## src/rtl/xpd_pkg.sv

```systemverilog
package xpd_pkg;

  // field widths
  localparam int unsigned CHAR_W      = 8;
  localparam int unsigned CODE_W      = 56;
  localparam int unsigned ARGB_W      = 32;
  localparam int unsigned RGB_W       = 24;
  localparam int unsigned SLOT_W      = 8;
  localparam int unsigned POS_W       = 12;
  localparam int unsigned DIM_W       = 13;
  localparam int unsigned CPP_W       = 3;
  localparam int unsigned PAL_SIZE_W  = 9;
  localparam int unsigned CFG_IDX_W   = 2;
  localparam int unsigned CFG_DATA_W  = 13;

  // parameter defaults
  localparam int unsigned PALETTE_DEPTH_DEF  = 256;
  localparam int unsigned MAX_CODE_CHARS_DEF = 7;

  // colour constants
  localparam logic [ARGB_W-1:0] OPAQUE_ALPHA     = 32'hFF00_0000;
  localparam logic [ARGB_W-1:0] TRANSPARENT_ARGB = 32'h0000_0000;

  // image size limit
  localparam logic [DIM_W-1:0] MAX_DIM = 13'd4096;

  // register reset values
  localparam logic [CPP_W-1:0]      CPP_RST      = 3'd1;
  localparam logic [PAL_SIZE_W-1:0] PAL_SIZE_RST = 9'd0;
  localparam logic [DIM_W-1:0]      WIDTH_RST    = 13'd64;
  localparam logic [DIM_W-1:0]      HEIGHT_RST   = 13'd64;

  typedef enum logic [CFG_IDX_W-1:0] {
    CFG_CHARS_PER_PIXEL = 2'd0,
    CFG_PALETTE_SIZE    = 2'd1,
    CFG_IMAGE_WIDTH     = 2'd2,
    CFG_IMAGE_HEIGHT    = 2'd3
  } xpd_cfg_idx_e;

  typedef enum logic {
    OP_PAL_WRITE = 1'b0,
    OP_PIXEL     = 1'b1
  } xpd_op_e;

  typedef struct packed {
    xpd_op_e             opcode;
    logic [SLOT_W-1:0]   entry_index;
    logic [CODE_W-1:0]   code_chars;
    logic [RGB_W-1:0]    color_rgb;
    logic                transparent;
  } xpd_in_t;

  typedef struct packed {
    logic [ARGB_W-1:0] pixel_argb;
    logic [POS_W-1:0]  column;
    logic [POS_W-1:0]  row;
    logic              last_pixel;
    logic              status;
  } xpd_out_t;

  // one beat travelling down the cell chain
  typedef struct packed {
    logic              valid;
    xpd_op_e           opcode;
    logic [SLOT_W-1:0] index;
    logic [CODE_W-1:0] code;
    logic [ARGB_W-1:0] data;
    logic              found;
  } xpd_beat_t;

endpackage

```

## src/rtl/xpd_out.sv

```systemverilog
module xpd_out (
  input  logic                          clk_i,
  input  logic                          rst_ni,
  input  xpd_pkg::xpd_beat_t            beat_i,
  input  logic [xpd_pkg::DIM_W-1:0]     image_width_i,
  input  logic [xpd_pkg::DIM_W-1:0]     image_height_i,
  output logic                          adv_o,
  output logic                          out_valid_o,
  input  logic                          out_ready_i,
  output xpd_pkg::xpd_out_t             out_data_o
);
  import xpd_pkg::*;

  logic [DIM_W-1:0] w;
  logic [DIM_W-1:0] h;
  logic             is_pixel;
  logic             col_wrap;
  logic             row_wrap;
  logic [POS_W-1:0] col_d, col_q;
  logic [POS_W-1:0] row_d, row_q;
  logic             valid_d, valid_q;
  xpd_out_t         res_d, res_q;

  // clamp image size to 1..4096
  always_comb begin
    if (image_width_i == '0) begin
      w = DIM_W'(1);
    end else if (image_width_i > MAX_DIM) begin
      w = MAX_DIM;
    end else begin
      w = image_width_i;
    end
    if (image_height_i == '0) begin
      h = DIM_W'(1);
    end else if (image_height_i > MAX_DIM) begin
      h = MAX_DIM;
    end else begin
      h = image_height_i;
    end
  end

  // chain moves whenever the output register is free or being drained
  assign adv_o    = !valid_q || out_ready_i;
  assign is_pixel = beat_i.valid && (beat_i.opcode == OP_PIXEL);

  // result and next position
  always_comb begin
    col_wrap = ({1'b0, col_q} + DIM_W'(1)) >= w;
    row_wrap = ({1'b0, row_q} + DIM_W'(1)) >= h;

    res_d.pixel_argb = beat_i.found ? beat_i.data : TRANSPARENT_ARGB;
    res_d.column     = col_q;
    res_d.row        = row_q;
    res_d.last_pixel = ({1'b0, col_q} == (w - DIM_W'(1))) &&
                       ({1'b0, row_q} == (h - DIM_W'(1)));
    res_d.status     = !beat_i.found;

    col_d   = col_q;
    row_d   = row_q;
    valid_d = valid_q;
    if (adv_o) begin
      valid_d = is_pixel;
      if (is_pixel) begin
        if (col_wrap) begin
          col_d = '0;
          row_d = row_wrap ? '0 : row_q + POS_W'(1);
        end else begin
          col_d = col_q + POS_W'(1);
        end
      end
    end
  end

  always_ff @(posedge clk_i or negedge rst_ni) begin
    if (!rst_ni) begin
      valid_q <= 1'b0;
      col_q   <= '0;
      row_q   <= '0;
    end else begin
      valid_q <= valid_d;
      col_q   <= col_d;
      row_q   <= row_d;
    end
  end

  always_ff @(posedge clk_i) begin
    if (adv_o && is_pixel) begin
      res_q <= res_d;
    end
  end

  assign out_valid_o = valid_q;
  assign out_data_o  = res_q;

endmodule

```

## config.mk

```make
export PLATFORM = sky130hd
export DESIGN_NAME = xpd_out
export DESIGN_NICKNAME = d
export VERILOG_FILES = /design/src/rtl/xpd_pkg.sv /design/src/rtl/xpd_out.sv
export SDC_FILE = /design/constraint.sdc
export NUM_CORES = 1
export LEC_CHECK = 0
export ABC_AREA = 1
export BUFFER_PORTS_ARGS = -buffer_cell sky130_fd_sc_hd__buf_4
export CORE_AREA = 2 2 102 104
export CTS_CLUSTER_SIZE = 12
export DETAILED_ROUTE_END_ITERATION = 16
export DIE_AREA = 0 0 104 106
export MAX_ROUTING_LAYER = met4
export PLACE_DENSITY = 0.84
export SYNTH_ARGS = -nofsm -noshare
export SYNTH_HDL_FRONTEND = slang
export SYNTH_SLANG_ARGS = --single-unit
```

## constraint.sdc

```tcl
create_clock -name clk_i -period 6.3 [get_ports clk_i]
set_input_delay 0.315 -clock clk_i [delete_from_list [all_inputs] [get_ports clk_i]]
set_output_delay 0.315 -clock clk_i [all_outputs]
set_load 0.01 [all_outputs]
```

==> impl_metrics.py <==
metrics = {
    "outcome": {
        "status": "finished, final reports clean",
    },
    "cts": {
        "numCtsBuffers": 9,
        "cts_hold_buf": 1,
        "cts_root_buf": "clkbuf_8",
        "cts_tree": "built",
        "clockBufferDepth": 2,
        "clock_sinks": 83,
        "clk_latency_ns": 0.36,
        "post_cts_buffers": 0,
        "clk_pin_slew_ns": 0.09,
        "htreeDepth": 3,
        "cts_resized": 0,
    },
    "critical_path": {
        "cp-end-kind": "flop",
        "critPathRequiredTime_ns": 6.55,
        "cp-start-kind": "flop",
        "criticalPathCategory": "reg -> reg",
        "cp.arrival_ns": 3.89,
        "cp_max_fo": 8,
    },
    "global_routing": {
        "globalRouteTotalUtil_pct": 24.8,
        "grt_util_met1_pct": 30.6,
        "grt_pass1_wl_mm": 21.3,
        "grt_overflow": 0,
        "grt_pass1_vias": 4482,
        "grt_max_degree": 84,
        "grt_antenna_before_repair": 0,
        "grt_use_met3_pct": 4.60,
        "grt_busiest_layer": "met2",
        "grt_use_met2_pct": 41.2,
    },
    "floorplanning": {
        "die_area_sq_um": 11000,
        "core_sq_um": 10000,
        "die_y_um": 106,
        "die_x_um": 104,
        "start_util_pct": 52.2,
        "io_pins": 188,
        "num_rows": 37,
    },
    "power": {
        "p_int_mw": 1.16,
        "power.switching_mw": 0.784,
        "switching_share_pct": 40.3,
        "power.leakage_nw": 3.30,
        "power_density_nw_per_um2": 301,
        "peakVddDrop_mv": 0.169,
        "pwr-share-clk_pct": 18.8,
        "p_seq_share_pct": 41.1,
        "combPwrFrac_pct": 40.1,
    },
    "cells_and_area": {
        "drive_above_1_share_pct": 19.3,
        "area_growth_pct": 23.6,
        "num_antenna_cells": 0,
        "layout.nets": 937,
        "fillers": 898,
        "fin_util_pct": 64.5,
    },
    "timing": {
        "fin_crit_sh_pct": 57.7,
        "drv_slew": 0,
        "timing.hold.ws_ns": 0.207,
        "clock_skew_ns": 0.0168,
        "fin_crit_ns": 3.63,
        "setup_viol": 0,
        "relSlewSlack_pct": 39.6,
        "tns_ns": 0,
        "clock.fmax_mhz": 275,
        "worst_pin_slew_ns": 0.906,
        "final_hold_viol_count": 0,
        "rsz0062_at_grt": "no",
    },
    "synth": {
        "async_reset_ff_share_pct": 30.1,
        "synthCells": 654,
        "synth_nets": 812,
        "avgSynthCellArea_sq_um": 7.98,
        "synth-seq-cells": 83,
        "ys_types": 36,
        "synth_ff_type": "edfxtp_1",
        "synth_area_sq_um": 5220,
        "yosysWarnings": 0,
        "synth-edff-count": 58,
        "ys_seq_area_share_pct": 45.3,
    },
    "route": {
        "wirelength_mm": 13.0,
        "drt-initial-drc-count": 268,
        "drc": 0,
        "antenna_left": 0,
        "vias": 4724,
        "drt-pass1-iter-count": 7,
        "routed_via_density": 5.13,
        "avgRoutedWirePerCell_um": 14.2,
    },
    "placed_design": {
        "routabilityCongestion": 0.926,
        "dp_hpwl_mm": 10.1,
        "portBuffers": 123,
    },
    "worst_hold_path": {
        "min_path_type": "in -> reg",
    },
    "flow_run": {
        "max_cap_viol_count": 0,
    },
}
area by class of cell:
type	instances	area, sq um	area share (%)
sequential	83	2370	36.7
multi-input combinational	448	2370	36.7
clock buffer	9	124	1.92
timing repair buffer	125	941	14.6
tap	136	170	2.64
inverter	112	420	6.52
clock inverter	7	58.8	0.912
cell usage in the layout (no fill, tap or decap), types with 3 or more instances in the layout:
master	Yosys	layout
buf_4	0	124
edfxtp_1	58	58
ha_1	30	30
or2_1	4	4
nand3_1	61	61
clkbuf_8	0	9
xor2_1	24	24
dfrtp_1	25	25
inv_6	0	3
o22ai_1	4	4
nand4_1	10	10
o21ai_1	5	5
nand2_1	185	185
o21ai_0	41	41
nor2_1	44	44
a21oi_1	14	14
nor3_1	4	4
inv_1	110	110
synthesized netlist by cell type, types with 2 or more instances:
cell	count	area, sq um
or2_1	4	25.0
nand2_2	2	12.5
nand3_1	61	305
nand4_1	10	62.6
o21ai_0	41	205
nand2_4	2	22.5
clkbuf_1	7	26.3
dfrtp_1	25	626
xnor2_1	2	17.5
xor2_1	24	210
ha_1	30	375
nor2_1	44	165
a21oi_1	14	70.1
nand2_1	185	694
nand3b_1	2	15.0
o41ai_1	2	17.5
o221ai_1	2	17.5
edfxtp_1	58	1740
buf_6	3	33.8
o22ai_1	4	25.0
inv_1	110	413
nor3_1	4	20.0
o21ai_1	5	25.0
metal layers:
metal	routed length [um]	vias up	part of all wire [%]
li1	-	2380	-
met1	5770	2149	44
met2	6190	174	47
met3	815	21	6.2
met4	272	0	2.1
met5	0	-	0
cells by family (layout without fill, tap and decap cells):
family / after synthesis / after routing / share of synthesized area (%)
simple gates: 320 / 320 / 26.3
compound gates: 72 / 72 / 7.50
xor+xnor: 26 / 26 / 4.36
buf+inv: 123 / 253 / 9.28
flops: 83 / 83 / 45.3
fa+ha+maj: 30 / 30 / 7.19
worst max-delay path: stages (launching register included):
cell and delay, ns:
dfrtp_1 0.44, ha_1 0.23, nand2_1 0.10, nor2_1 0.28, nand3_1 0.16, nor2_1 0.12, inv_1 0.08, nor2_1 0.11
xor2_1 0.15, inv_1 0.07, ha_1 0.29, nand2_1 0.10, nor4b_1 0.29, nand4_1 0.12, nand3_1 0.13, nand2_1 0.10
nor2_1 0.55, nand2_1 0.10, o21ai_0 0.13
stage by stage:
step | power [mW] | std cells | instance area, sq um | worst slack (ns)
6_report | 1.94 | 920 | 6450 | 2.67
5_1_grt | 2.08 | 920 | 6450 | 2.27
4_1_cts | 1.95 | 920 | 6450 | 2.75
3_5_place_dp | 1.58 | 903 | 6260 | 2.82
3_3_place_gp | 1.53 | 903 | 6260 | 2.91
2_1_floorplan | 1.32 | 654 | 5220 | 3.33
power groups by stage:
stage	registers, mW	clock network (mW)	logic [mW]
detailed placement	0.811	0	0.769
global placement	0.804	0	0.730
floorplan	0.796	0	0.524
finish	0.799	0.365	0.779
global route	0.812	0.391	0.880
CTS	0.800	0.373	0.773
worst paths after layout:
| path | start | to | slack (ns) | cells after the start |
|---|---|---|---|---|
| max in group asynchronous | rst_ni | col_q[2]$_DFFE_PN0P_ | 5.62 | 2 |
| min in group asynchronous | rst_ni | col_q[8]$_DFFE_PN0P_ | 0.40 | 2 |
| setup / recovery | col_q[0]$_DFFE_PN0P_ | row_q[1]$_DFFE_PN0P_ | 2.67 | 18 |
| hold / removal | beat_i[21] | out_data_o[46]$_SDFFCE_PN0P_ | 0.21 | 3 |
| hold reg to reg | row_q[9]$_DFFE_PN0P_ | out_data_o[11]$_DFFE_PP_ | 0.49 | 0 |
| setup reg to reg | col_q[0]$_DFFE_PN0P_ | row_q[1]$_DFFE_PN0P_ | 2.67 | 18 |
state kept, by name, summed over array words and instances (netlist names):
signal       flops
col_q           12
out_data_o      58
row_q           12
out_valid_o      1
No activity file was read; power rests on OpenSTA's default activity.
