[config.mk]
export PLATFORM = sky130hd
export DESIGN_NAME = xpd_cell
export DESIGN_NICKNAME = d
export VERILOG_FILES = /design/src/rtl/xpd_pkg.sv /design/src/rtl/xpd_cell.sv
export SDC_FILE = /design/constraint.sdc
export NUM_CORES = 1
export LEC_CHECK = 0
export ABC_AREA = 1
export BUFFER_PORTS_ARGS = -buffer_cell sky130_fd_sc_hd__buf_2
export CORE_MARGIN = 2
export CORE_UTILIZATION = 53
export CTS_CLUSTER_DIAMETER = 30
export CTS_CLUSTER_SIZE = 24
export DETAILED_ROUTE_END_ITERATION = 10
export PLACE_DENSITY_LB_ADDON = 0.15
export SYNTH_ARGS = -nofsm -noshare
export SYNTH_HDL_FRONTEND = slang
export SYNTH_SLANG_ARGS = --single-unit
[constraint.sdc]
create_clock -name clk_i -period 5 [get_ports clk_i]
set_input_delay 1 -clock clk_i [delete_from_list [all_inputs] [get_ports clk_i]]
set_output_delay 1 -clock clk_i [all_outputs]
set_load 0.03 [all_outputs]
[src/rtl/xpd_pkg.sv]
package xpd_pkg;

  // field widths
  localparam int unsigned CHAR_W      = 8;
  localparam int unsigned CODE_W      = 56;
  localparam int unsigned ARGB_W      = 32;
  localparam int unsigned RGB_W       = 24;
  localparam int unsigned SLOT_W      = 8;
  localparam int unsigned POS_W       = 12;
  localparam int unsigned DIM_W       = 13;
  localparam int unsigned CPP_W       = 3;
  localparam int unsigned PAL_SIZE_W  = 9;
  localparam int unsigned CFG_IDX_W   = 2;
  localparam int unsigned CFG_DATA_W  = 13;

  // parameter defaults
  localparam int unsigned PALETTE_DEPTH_DEF  = 256;
  localparam int unsigned MAX_CODE_CHARS_DEF = 7;

  // colour constants
  localparam logic [ARGB_W-1:0] OPAQUE_ALPHA     = 32'hFF00_0000;
  localparam logic [ARGB_W-1:0] TRANSPARENT_ARGB = 32'h0000_0000;

  // image size limit
  localparam logic [DIM_W-1:0] MAX_DIM = 13'd4096;

  // register reset values
  localparam logic [CPP_W-1:0]      CPP_RST      = 3'd1;
  localparam logic [PAL_SIZE_W-1:0] PAL_SIZE_RST = 9'd0;
  localparam logic [DIM_W-1:0]      WIDTH_RST    = 13'd64;
  localparam logic [DIM_W-1:0]      HEIGHT_RST   = 13'd64;

  typedef enum logic [CFG_IDX_W-1:0] {
    CFG_CHARS_PER_PIXEL = 2'd0,
    CFG_PALETTE_SIZE    = 2'd1,
    CFG_IMAGE_WIDTH     = 2'd2,
    CFG_IMAGE_HEIGHT    = 2'd3
  } xpd_cfg_idx_e;

  typedef enum logic {
    OP_PAL_WRITE = 1'b0,
    OP_PIXEL     = 1'b1
  } xpd_op_e;

  typedef struct packed {
    xpd_op_e             opcode;
    logic [SLOT_W-1:0]   entry_index;
    logic [CODE_W-1:0]   code_chars;
    logic [RGB_W-1:0]    color_rgb;
    logic                transparent;
  } xpd_in_t;

  typedef struct packed {
    logic [ARGB_W-1:0] pixel_argb;
    logic [POS_W-1:0]  column;
    logic [POS_W-1:0]  row;
    logic              last_pixel;
    logic              status;
  } xpd_out_t;

  // one beat travelling down the cell chain
  typedef struct packed {
    logic              valid;
    xpd_op_e           opcode;
    logic [SLOT_W-1:0] index;
    logic [CODE_W-1:0] code;
    logic [ARGB_W-1:0] data;
    logic              found;
  } xpd_beat_t;

endpackage

[src/rtl/xpd_cell.sv]
module xpd_cell #(
  parameter int unsigned CellIdx = 0,
  parameter int unsigned KeyW    = 56
) (
  input  logic                              clk_i,
  input  logic                              rst_ni,
  input  logic                              adv_i,
  input  logic [KeyW-1:0]                   mask_i,
  input  logic [xpd_pkg::PAL_SIZE_W-1:0]    palette_size_i,
  input  xpd_pkg::xpd_beat_t                beat_i,
  output xpd_pkg::xpd_beat_t                beat_o
);
  import xpd_pkg::*;

  logic [KeyW-1:0]   key_q;
  logic [ARGB_W-1:0] val_q;
  logic              match;
  logic              wr_hit;
  xpd_beat_t         beat_d;
  xpd_beat_t         beat_q;
  logic              valid_q;

  // compare against this slot, or claim a palette write for it
  always_comb begin
    match  = beat_i.valid && (beat_i.opcode == OP_PIXEL) && !beat_i.found &&
             (int'(CellIdx) < int'(palette_size_i)) &&
             (((key_q ^ beat_i.code[KeyW-1:0]) & mask_i) == '0);
    wr_hit = beat_i.valid && (beat_i.opcode == OP_PAL_WRITE) &&
             (int'(beat_i.index) == int'(CellIdx));
    beat_d = beat_i;
    if (match) begin
      beat_d.data  = val_q;
      beat_d.found = 1'b1;
    end
  end

  // palette slot held by this cell
  always_ff @(posedge clk_i) begin
    if (adv_i && wr_hit) begin
      key_q <= beat_i.code[KeyW-1:0];
      val_q <= beat_i.data;
    end
  end

  // beat register toward the next cell
  always_ff @(posedge clk_i or negedge rst_ni) begin
    if (!rst_ni) begin
      valid_q <= 1'b0;
    end else if (adv_i) begin
      valid_q <= beat_d.valid;
    end
  end

  always_ff @(posedge clk_i) begin
    if (adv_i) begin
      beat_q <= beat_d;
    end
  end

  always_comb begin
    beat_o       = beat_q;
    beat_o.valid = valid_q;
  end

endmodule

==> results.tsv, run 1 <==
metric	value	unit
status	completed	
Worst EP arrival	3.00	ns
CP startpoint kind	primary input	
Placed Area	8890	sq um
GRT Residual Overflow	0	
R2R Setup Slk	2.47	ns
cell area after layout	9480	sq um
Finish-stage setup viols	0	
worst slew pin tran	1.16	ns
worst-skew pair later-pin latency	0.42	ns
CP max FO	33	
unrepaired setup endpoints after global routing	false	
Root Buffer	clkbuf_16	
power consumption	3.51	mW
GRT Total Usage	0.226	
Placed Instances	1046	
area leader, netlist	edfxtp_1	
DIE WIDTH	122	um
FF-to-FF End	beat_o[13]	
antenna-violating nets left	0	
initial DRC count	321	
top sig layer	met4	
H-tree Lvls	4	
met3 routed WL	1350	um
power per cell area	370	nW/um^2
Die Ht	122	um
maximum clock insertion buffer count	2	
CTS tree	done	
Post-Synthesis Cells	609	
FILL cells	1042	
Site Rows	43	
total number of vias	5322	
Max-Slew Margin vs Limit	0.224	
Vias/cell	4.93	
fmax	353	MHz
Layout area overhead	28.1	%
Hold Fails Final Rpt	0	
Post-Route M1 WL	6500	um
maximum number of pins on one net before global-route repair	89	
final non-filler cell total	1080	
TNS Setup	0	ns
vias in the first global route	5254	
Netlist Area Pre-Place	7400	sq um
CTS buffer count	17	
synth warn	0	
WL per Instance	15.5	um
Worst Hold Class	primary input to async pin	
Avg Inst Size Synth	12.1	sq um
Post-Route WL	16700	um
Final Max Tran Viols	0	
metal2 WL	8440	um
top cells by area, synth	edfxtp_1, nand2_1, nor2_1, nand3_1, inv_1	
skew final	0.00682	ns
HPWL after detailed placement	11500	um
Final nets	1052	
Worst R2R Path Depth	10	
r2r startpoint	key_q[12]	
WS Path Type	primary input to flop	
initial antenna violation count	2	
CTS Hold Bufs	0	
max-cap check violation count	0	
CP endpoint kind	flop	
Lkg Pwr	4.25	nW
DR DRC count	0	
PortBufs	265	
Fin Hold WS	0.344	ns
Die ar.	14900	sq um
starting density of the core	0.537	
syn_nets	776	
routability cong.	0.808	
post-CTS sizing	0	
Tmin final	2.83	ns
core box area	13800	sq um
dpl ws	1.69	ns
maximum vdd drop	194	uV
register area share after synthesis	0.758	
FF+latch count, synth	187	
fraction of layout cells with a size suffix above 1	0.335	
Initial DRT Pass Iterations	4	
Post-CTS Setup Bufs	0	
CTS clk-pin slew, worst paths	0.07	ns
library cells used by synthesis	19	
first-pass GRT wire length	25100	um
Final Util	0.688	
Ports	266	
period utilization	0.567	
Synth top area share	0.755	
CP required	5.17	ns
Clock Sinks	187	
PnR worst setup slack	2.17	ns
==> sequential cells by signal, summed over array words and instances (netlist names) <==
signal   count
beat_o      98
val_q       32
valid_q      1
key_q       56
==> synthesized netlist by cell type <==
library cell,instances
nand2_4,1
nor4_1,2
nor3_1,2
nor2_1,83
buf_6,6
edfxtp_1,186
nand3_2,1
dfrtp_1,1
buf_4,1
nand3_1,58
buf_2,3
or2_2,1
inv_1,47
nor2_4,1
nor2_8,1
nand2_1,202
nor2_2,3
o21ai_0,2
or2_1,8
==> worst max-delay path by stage <==
| stage | startpoint | to | slack, ns |
|---|---|---|---|
| 4_1_cts | beat_i[62] | beat_o[13] | 2.08 |
| 3_3_place_gp | beat_i[88] | beat_o[17] | 1.81 |
| 6_report | beat_i[62] | beat_o[13] | 2.17 |
| 3_5_place_dp | beat_i[45] | beat_o[2] | 1.69 |
| 5_1_grt | beat_i[62] | beat_o[13] | 1.94 |
| 2_1_floorplan | beat_i[89] | key_q[0] | 0.40 |
==> worst max-delay path: stages <==
cell and delay (ns):
buf_2 0.12, nor2_1 0.14, nor2_1 0.07, nor2_1 0.08
nand2_1 0.06, nor2_1 0.13, nand2_1 0.11, nor2_4 0.61
nand2_4 0.41, nand2_1 0.19, nand2_1 0.07
==> placed cells by master, fill, tap and decap left out, types with 3 or more instances in the layout <==
cell type / instances
or2_1: 8
nor2_1: 83
buf_2: 264
buf_4: 3
bufinv_16: 3
nand3_1: 58
edfxtp_1: 186
nand2_1: 202
clkbuf_16: 17
inv_1: 47
nor2_2: 3
clkinv_1: 6
==> kinds of logic (layout without fill, tap and decap cells) <==
family | count (synthesis) | count (layout) | share of synthesized area
other | 0 | 2 | 0
flip-flops | 187 | 187 | 0.758
buffers and inverters | 57 | 346 | 0.0360
AND/OR/NAND/NOR | 363 | 363 | 0.204
AO/OA/AOI/OAI | 2 | 2 | 0.00135
==> metal layers <==
metal	global-route usage	vias to the layer above
met1	0.263	2463
met5	0	-
met3	0.0702	29
met4	0.111	0
li1	-	2603
met2	0.379	227
==> power by group <==
part	total [mW]	switching [mW]	internal, mW
sequential	1.81	0.0166	1.80
clock	1.33	0.552	0.779
combinational	0.366	0.251	0.115
total	3.51	0.819	2.69
==> area by class of cell <==
type	count	area, sq um	area share
Sequential cell	187	5610	0.592
Multi-Input combinational cell	365	1540	0.162
Timing Repair Buffer	267	1340	0.142
Clock buffer	18	429	0.0453
Tap cell	180	225	0.0238
Inverter	47	176	0.0186
Clock inverter	14	153	0.0161
Antenna cell	2	5.00	0.000528
(Power assumes the default switching activity.)
==> inputs of run 2 (changes only) <==
--- a/config.mk
+++ b/config.mk
@@ -8,7 +8,7 @@
 export ABC_AREA = 1
 export BUFFER_PORTS_ARGS = -buffer_cell sky130_fd_sc_hd__buf_2
 export CORE_MARGIN = 2
-export CORE_UTILIZATION = 53
+export CORE_UTILIZATION = 50
 export CTS_CLUSTER_DIAMETER = 30
 export CTS_CLUSTER_SIZE = 24
 export DETAILED_ROUTE_END_ITERATION = 10
==> constraint.sdc (replaced) <==
create_clock -name clk_i -period 2.81 [get_ports clk_i]
set_input_delay 0.562 -clock clk_i [delete_from_list [all_inputs] [get_ports clk_i]]
set_output_delay 0.562 -clock clk_i [all_outputs]
set_load 0.03 [all_outputs]
==> run 2 against run 1 <==
Against the previous run:
- critical path depth shrank 2
- via count shrank 0.11%
- sequential power increased by 78%
- die area rose by 5.8%
- clock skew grew 0.00063 ns
- largest cell class unchanged
==> results.tsv, run 2 (synthesis gave the netlist of run 1 again) <==
metric	value	unit	change
status	completed		
starting density of the core	0.511		-0.0262
Initial DRT Pass Iterations	5		+1
maximum vdd drop	349	uV	+80%
Hold Fails Final Rpt	0		unchanged
WS Path Type	flop to flop		
Worst Hold Class	primary input to flop		
WL per Instance	15.2	um	-1.5%
PortBufs	265		unchanged
Max-Slew Margin vs Limit	0.593		+0.369
cell area after layout	9570	sq um	+1.0%
Fin Hold WS	0.329	ns	-0.0151 ns
hold path startpoint	beat_i[16]		
antenna-violating nets left	0		unchanged
DIE WIDTH	126	um	+2.9%
maximum clock insertion buffer count	2		unchanged
Site Rows	44		+2.3%
GRT Residual Overflow	0		unchanged
Ports	266		unchanged
most used cell, CP	nand2_1		
core box area	14500	sq um	+5.1%
maximum number of pins on one net before global-route repair	100		+12%
CTS buffer count	17		unchanged
PnR worst setup slack	0.816	ns	-1.35 ns
cell family with most CP delay	simple AND/OR/NAND/NOR gates		
max-cap check violation count	0		unchanged
Placed Instances	1055		+0.86%
initial DRC count	336		+4.7%
Worst EP arrival	2.17	ns	-0.83 ns
fmax	502	MHz	
CP max FO	33		unchanged
first-pass GRT wire length	26000	um	+3.5%
total number of vias	5316		-0.11%
final non-filler cell total	1090		+0.93%
H-tree Lvls	4		unchanged
Die ar.	15800	sq um	+5.8%
dpl ws	0.492	ns	-1.19 ns
CTS tree	done		
Clock Sinks	187		unchanged
Crit. path cell count	9		-2
HPWL after detailed placement	11900	um	+3.1%
Root Buffer	clkbuf_16		
fraction of layout cells with a size suffix above 1	0.342		+0.00662
Layout area overhead	29.4	%	
Lkg Pwr	4.29	nW	+0.82%
r2r startpoint	key_q[5]		
CP endpoint kind	flop		
period utilization	0.709		
CP bufs+invs	0		-1
power per cell area	644	nW/um^2	+74%
largest stage delay on the critical path	0.38	ns	-0.23 ns
crit path to	beat_o[23]		
routability cong.	0.807		about the same
cells along the critical path	or2_1 > nand3_1 > nand2_1 > nor2_2 > nand3_2 > nor2_8 > nand2_4 > nand2_1 > nand2_1		
skew final	0.00744	ns	+0.000627 ns
Vias/cell	4.88		-1.0%
Final Max Tran Viols	0		unchanged
Die Ht	126	um	+2.9%
worst-skew pair later-pin latency	0.42	ns	about the same
CP Launch Point	key_q[5]		
worst slew pin tran	0.607	ns	-0.558 ns
GRT Total Usage	0.213		-0.0128
Post-Route WL	16600	um	-0.62%
DR DRC count	0		unchanged
commonest non-fill, non-tap cell in the layout	buf_2		
TNS Setup	0	ns	unchanged
power consumption	6.16	mW	+76%
most frequent cells in the layout	buf_2, nand2_1, edfxtp_1		
FF-to-FF End	beat_o[23]		
R2R Setup Slk	0.82	ns	-1.65 ns
unrepaired setup endpoints after global routing	false		
CP required	2.98	ns	-2.19 ns
vias in the first global route	5354		+1.9%
Post-CTS Setup Bufs	0		unchanged
CP startpoint kind	flop		
initial antenna violation count	2		unchanged
Worst R2R Path Depth	9		-1
Finish-stage setup viols	0		unchanged
Final Util	0.661		-0.0270
Critical-path top delay cell	edfxtp_1		
max reg flops	98		unchanged
Placed Area	9000	sq um	+1.2%
CTS clk-pin slew, worst paths	0.07	ns	about the same
Final nets	1058		+0.57%
Tmin final	1.99	ns	
-- run 2: cell types whose count changed in the layout (fill, tap and decap cells not counted), sizes merged --
cell,change
buf,+5
bufinv,-1
clkbuf,+1
clkinv,-1
clkinvlp,+1
dlygate4sd3,+1
-- run 2: worst min path at each step --
stage,end,slack [ns],cells after the start
after floorplan,valid_q,0.27,0
after global placement,valid_q,0.34,1
after detailed placement,valid_q,0.34,1
after CTS,beat_o[90],0.31,1
after global routing,val_q[17],0.30,1
final,val_q[15],0.33,1
-- run 2: cell type report --
class	instances	area [sq um]
flip-flops and latches	187	5610
clock inverters	13	126
well taps	184	230
inverters	47	176
clock buffers	19	433
repair buffers	273	1440
multi-input cells	365	1550
diodes	2	5.00
fillers	1151	4910
-- run 2: metal layers --
layer  routed length [um]  global-route usage  vias up
met5                    0                   0        -
met4                  381              0.0817        0
met3                 1300              0.0726       27
met2                 8310               0.356      219
met1                 6600               0.256     2458
li1                     -                   -     2612
-- run 2: worst reg2reg max path, stage by stage, from the launching register on --
cell	delay (ns)
edfxtp_1	0.38
or2_1	0.22
nand3_1	0.06
nand2_1	0.06
nor2_2	0.11
nand3_2	0.18
nor2_8	0.24
nand2_4	0.25
nand2_1	0.15
nand2_1	0.08
-- run 2: repair_timing --
item | 4_1_cts | 5_1_grt
hold buffers | 1 | 0
resized for setup | 0 | 0
hold endpoints to repair | 1 | 0
-- run 2: power by group --
| part | internal, mW | switching, mW |
|---|---|---|
| Sequential | 3.20 | 0.0309 |
| Combinational | 0.209 | 0.445 |
| Clock | 1.30 | 0.982 |
| Total | 4.70 | 1.46 |
